<file path="config.mk">
export PLATFORM = sky130hd
export DESIGN_NAME = bmwm_front
export DESIGN_NICKNAME = d
export VERILOG_FILES = /design/src/design/bmwm_pkg.sv /design/src/design/bmwm_front.sv
export SDC_FILE = /design/constraint.sdc
export NUM_CORES = 1
export LEC_CHECK = 0
export ABC_AREA = 1
export ABC_CLOCK_PERIOD_IN_PS = 2500
export BUFFER_PORTS_ARGS = -buffer_cell sky130_fd_sc_hd__clkbuf_2
export CAP_MARGIN = 30
export CORE_AREA = 4 4 85 87
export CTS_BUF_LIST = sky130_fd_sc_hd__clkbuf_4 sky130_fd_sc_hd__clkbuf_8
export DETAILED_ROUTE_END_ITERATION = 8
export DIE_AREA = 0 0 89 91
export PLACE_DENSITY = 0.81
export SKIP_CTS_REPAIR_TIMING = 1
export SYNTH_ARGS = -nofsm -noshare
export SYNTH_HDL_FRONTEND = slang
export SYNTH_SLANG_ARGS = --single-unit
</file>
<file path="constraint.sdc">
create_clock -name clk -period 2.5 [get_ports clk]
set_input_delay 0.375 -clock clk [delete_from_list [all_inputs] [get_ports clk]]
set_output_delay 0.375 -clock clk [all_outputs]
set_load 0.02 [all_outputs]
</file>
<file path="src/design/bmwm_pkg.sv">
`timescale 1ns / 1ps
// ----------------------------------------------------------------------------
// bmwm_pkg
// Shared types, codes and constants for the banked memory window mapper.
// ----------------------------------------------------------------------------
package bmwm_pkg;

    // Default sizing of the top level
    localparam int DEF_MEM_BYTES     = 65536;
    localparam int DEF_MAP_ENTRIES   = 8;
    localparam int DEF_NUM_BANK_REGS = 4;

    // Field widths
    localparam int OP_W        = 2;
    localparam int OFFSET_W    = 16;
    localparam int BYTE_W      = 8;
    localparam int CFG_IDX_W   = 3;
    localparam int CFG_DATA_W  = 64;
    localparam int MAP_LEN_W   = 4;
    localparam int SIZE_W      = 17;
    localparam int WCNT_W      = 3;
    localparam int MAP_SLOT_W  = 3;
    localparam int BANK_IDX_W  = 2;
    localparam int PROD_W      = BYTE_W + SIZE_W;
    localparam int ADDR_SUM_W  = PROD_W + 1;

    // Iterative divider
    localparam int DIV_W       = SIZE_W;
    localparam int DIV_CNT_W   = $clog2(DIV_W + 1);

    // Queue between front and back
    localparam int QUEUE_DEPTH = 2;
    localparam int QPTR_W      = 1;
    localparam int QCNT_W      = 2;

    // Data constants
    localparam logic [BYTE_W-1:0] UNMAPPED_BYTE = 8'hFF;
    localparam logic [BYTE_W-1:0] CLEAR_BYTE    = 8'h00;

    // Register reset values
    localparam logic [CFG_DATA_W-1:0] RST_MAP_TABLE    = '1;
    localparam logic [MAP_LEN_W-1:0]  RST_MAP_LENGTH   = '0;
    localparam logic [SIZE_W-1:0]     RST_BANK_BYTES   = 17'd1;
    localparam logic [WCNT_W-1:0]     RST_WIN_CNT      = 3'd1;
    localparam logic [SIZE_W-1:0]     RST_MEMORY_SIZE  = 17'd65536;

    typedef enum logic [OP_W-1:0] {
        OP_MAP_RD = 2'd0,
        OP_MAP_WR = 2'd1,
        OP_MEM_RD = 2'd2,
        OP_MEM_WR = 2'd3
    } op_t;

    typedef enum logic [CFG_IDX_W-1:0] {
        CFG_MAP_TABLE    = 3'd0,
        CFG_MAP_LENGTH   = 3'd1,
        CFG_BANK_BYTES   = 3'd2,
        CFG_WIN_CNT      = 3'd3,
        CFG_MEMORY_SIZE  = 3'd4
    } cfg_idx_t;

    typedef enum logic [2:0] {
        ST_CLEAR,
        ST_IDLE,
        ST_MAP,
        ST_DIV,
        ST_MUL,
        ST_CHK,
        ST_RD,
        ST_OUT
    } back_state_t;

    // Effective configuration: zero sizes forced to one, limits applied
    typedef struct packed {
        logic [CFG_DATA_W-1:0] map_table;
        logic [MAP_LEN_W-1:0]  map_len;
        logic [SIZE_W-1:0]     bank_bytes;
        logic [WCNT_W-1:0]     win_cnt;
        logic [SIZE_W-1:0]     mem_size;
    } cfg_eff_t;

    // One classified access waiting for the back end
    typedef struct packed {
        op_t                   op;
        logic [OFFSET_W-1:0]   offset;
        logic [BYTE_W-1:0]     wdata;
        logic                  map_hit;
        logic [BANK_IDX_W-1:0] map_idx;
    } q_entry_t;

endpackage

</file>
<file path="src/design/bmwm_front.sv">
`timescale 1ns / 1ps
// ----------------------------------------------------------------------------
// bmwm_front
// Accepts bus accesses, resolves the mapper table lookup and queues them.
// ----------------------------------------------------------------------------
module bmwm_front #(
    parameter int NUM_BANK_REGS = bmwm_pkg::DEF_NUM_BANK_REGS
) (
    input  logic                             clk,
    input  logic                             rst_n,
    input  logic                             push,
    output logic                             full,
    input  logic [bmwm_pkg::OP_W-1:0]        op,
    input  logic [bmwm_pkg::OFFSET_W-1:0]    offset,
    input  logic [bmwm_pkg::BYTE_W-1:0]      wdata,
    input  bmwm_pkg::cfg_eff_t               cfg,
    input  logic                             hold,
    output logic                             q_valid,
    input  logic                             q_pop,
    output bmwm_pkg::q_entry_t               q_data
);
    import bmwm_pkg::*;

    q_entry_t             entries_reg [QUEUE_DEPTH];
    logic [QPTR_W-1:0]    wr_ptr_reg;
    logic [QPTR_W-1:0]    rd_ptr_reg;
    logic [QCNT_W-1:0]    count_reg;
    logic                 accept;
    logic                 take;
    logic [BYTE_W-1:0]    raw_entry;
    q_entry_t             entry_in;

    assign full    = (count_reg == QCNT_W'(QUEUE_DEPTH)) || hold;
    assign accept  = push && !full;
    assign q_valid = (count_reg != '0);
    assign take    = q_pop && q_valid;
    assign q_data  = entries_reg[rd_ptr_reg];

    // Classify: map length is already clamped, so a covered offset is below eight
    always_comb
    begin
        raw_entry        = cfg.map_table[offset[MAP_SLOT_W-1:0]*BYTE_W +: BYTE_W];
        entry_in.op      = op_t'(op);
        entry_in.offset  = offset;
        entry_in.wdata   = wdata;
        entry_in.map_hit = (offset < OFFSET_W'(cfg.map_len))
                           && (32'(raw_entry) < NUM_BANK_REGS);
        entry_in.map_idx = raw_entry[BANK_IDX_W-1:0];
    end

    always_ff @(posedge clk)
    begin
        if (accept)
        begin
            entries_reg[wr_ptr_reg] <= entry_in;
        end
    end

    always_ff @(posedge clk or negedge rst_n)
    begin
        if (!rst_n)
        begin
            wr_ptr_reg <= '0;
            rd_ptr_reg <= '0;
            count_reg  <= '0;
        end
        else
        begin
            if (accept)
            begin
                wr_ptr_reg <= wr_ptr_reg + 1'b1;
            end
            if (take)
            begin
                rd_ptr_reg <= rd_ptr_reg + 1'b1;
            end
            if (accept && !take)
            begin
                count_reg <= count_reg + 1'b1;
            end
            else if (take && !accept)
            begin
                count_reg <= count_reg - 1'b1;
            end
        end
    end

endmodule

</file>
-- After elaboration in Yosys (flattened, before gate mapping)
Memories as Yosys holds them, arrays and structs flattened.
Index checks and enable logic that the tools add are counted.
- bits in registers: 4
- memory bits (writable): 58
- input port bits: 136
- output and inout port bits: 31
- word-level logic and storage cells: 27
- memories: 1
- add/sub/neg operators: 4
- order comparisons: 2
- equality and inequality tests: 1
- shift operators: 1
- muxes and demuxes: 4
- reductions and logical operators: 11
- memory list (name ; words ; width ; rd ports ; clocked after memory_dff ; wr ports ; RTL line ; text):
    entries_reg ; 2 ; 29 ; 1 ; 0 ; 1 ; bmwm_front.sv:24 ; q_entry_t entries_reg [QUEUE_DEPTH];
- operators by type and width (operator ; count):
    $shiftx 64x7->8 ; 1
    $lt 16x4->1 ; 1
    $lt 8x3->1 const B ; 1
    $logic_and 1x1->1 ; 5
    $mux 2 ; 2
    $reduce_bool 2->1 ; 2
    $logic_not 1->1 ; 3
    $add 1x1->1 const B ; 2
    $add 2x1->2 const B ; 1
    $eq 2x2->1 const B ; 1
    $mux 1 ; 2
    $sub 2x1->2 const B ; 1
    $logic_or 1x1->1 ; 1

-- Logic depth before layout (Yosys ltp)
- word-level depth: 8
- mapped depth: 8
- depth with buffers taken out: 8

-- Worst setup path before layout
No wires, ideal clock.
- path kind: reg2reg
- start point: register count_reg[0]
- end point: memory entries_reg[0][0] (netlist name) (enable)
- library setup time: 0.415 ns
- arrival time: 1.861 ns
- data required time: 2.085 ns
- slack: 0.224 ns
- cell stages (with the launch flop): 5
- buffers on the path: 0
- period minus slack after synthesis: 2.276 ns
- path through: dfrtp_1 > inv_1 > nand2_1 > nand3_1 > nor2_1
- cells in the longest elaborated chain, start to end: 6
- RTL lines (element ; RTL line ; text):
    start: declaration ; bmwm_front.sv:27 ; logic [QCNT_W-1:0] count_reg;
    start signal: assignment ; bmwm_front.sv:79 ; count_reg <= count_reg + 1'b1;
    start signal: assignment ; bmwm_front.sv:83 ; count_reg <= count_reg - 1'b1;
    $eq 2x2->1 ; bmwm_front.sv:33 ; assign full = (count_reg == QCNT_W'(QUEUE_DEPTH)) || hold;
    $logic_or 1x1->1 ; bmwm_front.sv:33 ;
    $logic_not 1->1 ; bmwm_front.sv:34 ; assign accept = push && !full;
    $logic_and 1x1->1 ; bmwm_front.sv:34 ;
    $mux 1 ; bmwm_front.sv:53 ; if (accept)
    $mux 1 (not written as such) ; bmwm_front.sv:55 ; entries_reg[wr_ptr_reg] <= entry_in;
    end: declaration ; bmwm_front.sv:24 ;
No other way between the ends.

==> impl_summary.txt <==
----------------------------------------------------
[Clock tree]
  Clock sink count ... 62
  Cell at the root of the clock tree ... sky130_fd_sc_hd__clkbuf_8
  Clock Latency Late Sink ... 0.33 ns
  Total CTS buffers ... 9
  Clock transition at the registers of the reported paths ... 0.07 ns
  H-Tree Level Count ... 3
  TritonCTS clock tree ... done
  Longest Clk Path Bufs ... 2

[Yosys]
  Syn_nets ... 435
  Total of flip-flops plus latches after synthesis ... 62
  Part of the Yosys area used for sequential elements ... between 60 and 70%
  Number of instances in the synthesized netlist ... a little under 300
  Number of synthesized flops with an enable pin ... 58
  Synthesized cell area ... 2865 sq um
  Prevailing post-synth register cell ... sky130_fd_sc_hd__edfxtp_1
  Distinct cells, synth ... 25
  Warnings, synthesis ... 0
  Fraction of synthesis flops using an asynchronous set or reset pin ... about 6.5%
  Post-synthesis area per instance ... ~9.7 sq um

[Placed design]
  Count of buffers from port buffering ... approximately 130
  Post-detail-place hpwl ... a little over 5000 microns
  Placement-stage cell area ... around 3600 sq um
  Final weighted congestion in routability-driven placement ... 0.7761

[Route]
  Detailed-route wire length ... 6818 microns
  Drt pass-1 iters ... 6
  Routed via count divided by cell count ... 4.745
  Drt initial violations ... between 40 and 50
  Count of antenna-violating nets left after detailed routing ... 0
  Vias ... 2439
  Total DRC errors in the routed layout ... 0
  Detailed-route wire length per cell ... 13.26 microns

[Finish]
  Area taken by multi-input logic gates ... 885.9 sq um
  Area delta synth->final ... 32.75%
  Share of final-layout standard cells stronger than drive strength 1 ... approximately a third
  Number of fill cells ... 550
  Max FFs per register ... 58
  Ant. Diodes ... 0
  Final design instance area without fill ... about 3800 sq um
  Number of nets in the finished design ... between 500 and 600
  Sequential Area ... approximately 1800 sq um

[Critical path]
  Reg2reg end ... count_reg[1]
  Required time worst endpoint ... about 2.1 ns
  R2R Setup Slk ... between 0.7 and 0.8 ns
  CP Launch Type ... register
  Kind of capture point of the worst setup path ... output pin
  Critical path capture point ... q_data[18]
  Arr. time, crit path ... between 1.5 and 2 ns
  Max stage delay on crit path ... around 0.37 ns
  RR Startpoint ... count_reg[0]
  Worst setup path category ... reg -> out
  Critical Path Slowest Stage Cell ... sky130_fd_sc_hd__dfrtp_1
  Critical path, cell by cell ... inv_1 -> buf_4 -> nand2_1 -> nand2_1 -> clkbuf_2
  Maximum fanout along the worst path ... 21
  Start point of the critical path ... rd_ptr_reg
  Cell depth of the worst flop-to-flop path ... 8
  Most prevalent standard cell on the critical path ... sky130_fd_sc_hd__nand2_1

[Die]
  Die Height ... 91 microns
  Die W ... between 80 and 90 microns
  Row count ... 29
  Die Outline Area ... slightly above 8000 sq um
  Number of primary I/O pins ... roughly 170
  Initial standard-cell utilization of the core ... a little under half
  Core Box Area ... between 6000 and 7000 sq um

[Flow run]
  MaxCap Viol Count ... 0

[GRT]
  Total GRT Usage ... 17.12%
  Number of global-route vias before repair ... 2479
  Antenna violations before repair ... 0
  Largest net degree at the start of global routing ... 30
  Total gr overflow ... 0
  Global-route wire length before repair ... about 11000 microns

[Pwr]
  Total leakage power ... around 1.9 nW
  Largest voltage drop on the vdd net ... about 0.55 mV
  Power per cell area ... roughly 900 nW/um^2

[Timing]
  Achievable clock frequency ... roughly 500 MHz
  Final setup violation count ... 0
  Final Critical Period ... between 1.5 and 2 ns
  Worst slew margin relative to its limit ... about 73%
  Share of the clock period used by the worst path after layout ... around four fifths
  Final sum of negative setup slack ... 0 ns
  Final worst clock skew ... between 0.004 and 0.005 ns
  Final Slew Violations ... 0
  Worst slew pin tran ... 0.4035 ns
  Setup repair after global routing missed its margin ... false
  Final hold viol count ... 0

[Run status]
  Status ... complete, no violations

[Hold path]
  Path category of the worst min-delay check ... in -> reg
  Worst hold path startpoint ... wdata[3]

----------------------------------------------------
worst min-delay path by stage:
stage / endpoint / cells past startpoint
global route: entries_reg[1][6] / 1
detailed placement: count_reg[1] / 1
global placement: count_reg[1] / 1
finish: entries_reg[1][6] / 1
floorplan: count_reg[0] / 0
CTS: count_reg[1] / 1
placed cells by master, fill, tap and decap left out:
cell type	netlist	routed
sky130_fd_sc_hd__dfrtp_1	4	4
sky130_fd_sc_hd__nor3b_1	1	1
sky130_fd_sc_hd__clkinv_4	0	1
sky130_fd_sc_hd__xnor2_1	1	1
sky130_fd_sc_hd__a21boi_0	1	1
sky130_fd_sc_hd__nor2_1	37	35
sky130_fd_sc_hd__nand2_1	116	116
sky130_fd_sc_hd__clkbuf_2	0	129
sky130_fd_sc_hd__inv_2	1	1
sky130_fd_sc_hd__a21oi_2	1	1
sky130_fd_sc_hd__nand4_1	2	2
sky130_fd_sc_hd__nand3b_1	4	4
sky130_fd_sc_hd__buf_4	0	4
sky130_fd_sc_hd__nor2_4	0	2
sky130_fd_sc_hd__edfxtp_1	58	58
sky130_fd_sc_hd__clkinvlp_4	0	1
sky130_fd_sc_hd__o21bai_1	1	1
sky130_fd_sc_hd__a21oi_1	4	4
sky130_fd_sc_hd__dlygate4sd3_1	0	1
sky130_fd_sc_hd__nor3_2	1	1
sky130_fd_sc_hd__nand3_1	7	7
sky130_fd_sc_hd__clkinv_2	0	3
sky130_fd_sc_hd__o21ai_0	10	10
sky130_fd_sc_hd__nor3_1	2	2
sky130_fd_sc_hd__xor2_1	3	3
sky130_fd_sc_hd__clkinv_1	0	1
sky130_fd_sc_hd__inv_1	27	27
sky130_fd_sc_hd__a31oi_1	2	2
sky130_fd_sc_hd__bufinv_16	0	1
sky130_fd_sc_hd__ha_1	4	4
sky130_fd_sc_hd__clkbuf_8	0	9
cells by family (layout without fill, tap and decap cells):
group                    Yosys count  in the layout  synth area share (%)
buffers and inverters             36            178                 5.327
XOR/XNOR                           4              4                 1.223
adder cells (fa/ha/maj)            4              4                 1.747
flip-flops                        62             62                 64.28
AO/OA/AOI/OAI                     19             19                 3.712
AND/OR/NAND/NOR                  170            170                 23.71
Yosys cell counts (all sizes together), types with 2 or more instances:
master    n  area, sq um
nand3     7        35.03
edfxtp   58         1742
nand4     2        12.51
o21ai    10        50.05
clkbuf    3        11.26
ha        4        50.05
nor2     37        138.9
nand2   116        435.4
nand3b    4        30.03
xor2      3        26.28
inv      28        105.1
nor3      3        20.02
buf       5        36.28
a21oi     5        28.78
a31oi     2        12.51
dfrtp     4        100.1
through the flow:
step                      power (W)  std cells  setup WS [ns]  util [%]  hold slack, ns
after floorplan            0.002174        295         0.2238         -         0.07941
after global placement     0.002617        497         0.8332     56.77          0.1858
after detailed placement   0.002660        497         0.7555     56.77          0.1882
after CTS                  0.003489        513         0.4592     59.74         -0.1654
after global routing       0.003659        514         0.3737     59.90          0.2120
final                      0.003440        514         0.5125     59.90          0.2354
layer usage:
metal,wire [microns],up-vias,GRT usage (%)
met4,104,0,4.591
met5,0,-,0
met2,3492,115,32.12
li1,-,1232,-
met3,654,11,5.882
met1,2568,1081,17.66
worst max-delay path: cells and delay by family, from the launching register on:
family | cells | cell delay, ns
flops | 1 | 0.37
simple gates | 2 | 0.16
buf+inv | 3 | 0.76
area by class of cell:
class,count,share of cell area [%]
multi-input cells,197,23.29
inverters,28,2.763
flip-flops and latches,62,48.42
repair buffers,134,18.03
clock buffers,9,3.257
clock inverters,7,1.711
well taps,77,2.533
where the power goes:
group | internal (W) | leakage (nW) | switching, W | total, W
Sequential | 0.00131 | 0.576 | 0.0000461 | 0.00135
Combinational | 0.000394 | 1.20 | 0.000868 | 0.00126
Clock | 0.000453 | 0.0964 | 0.000373 | 0.000826
(Power assumes the default switching activity.)
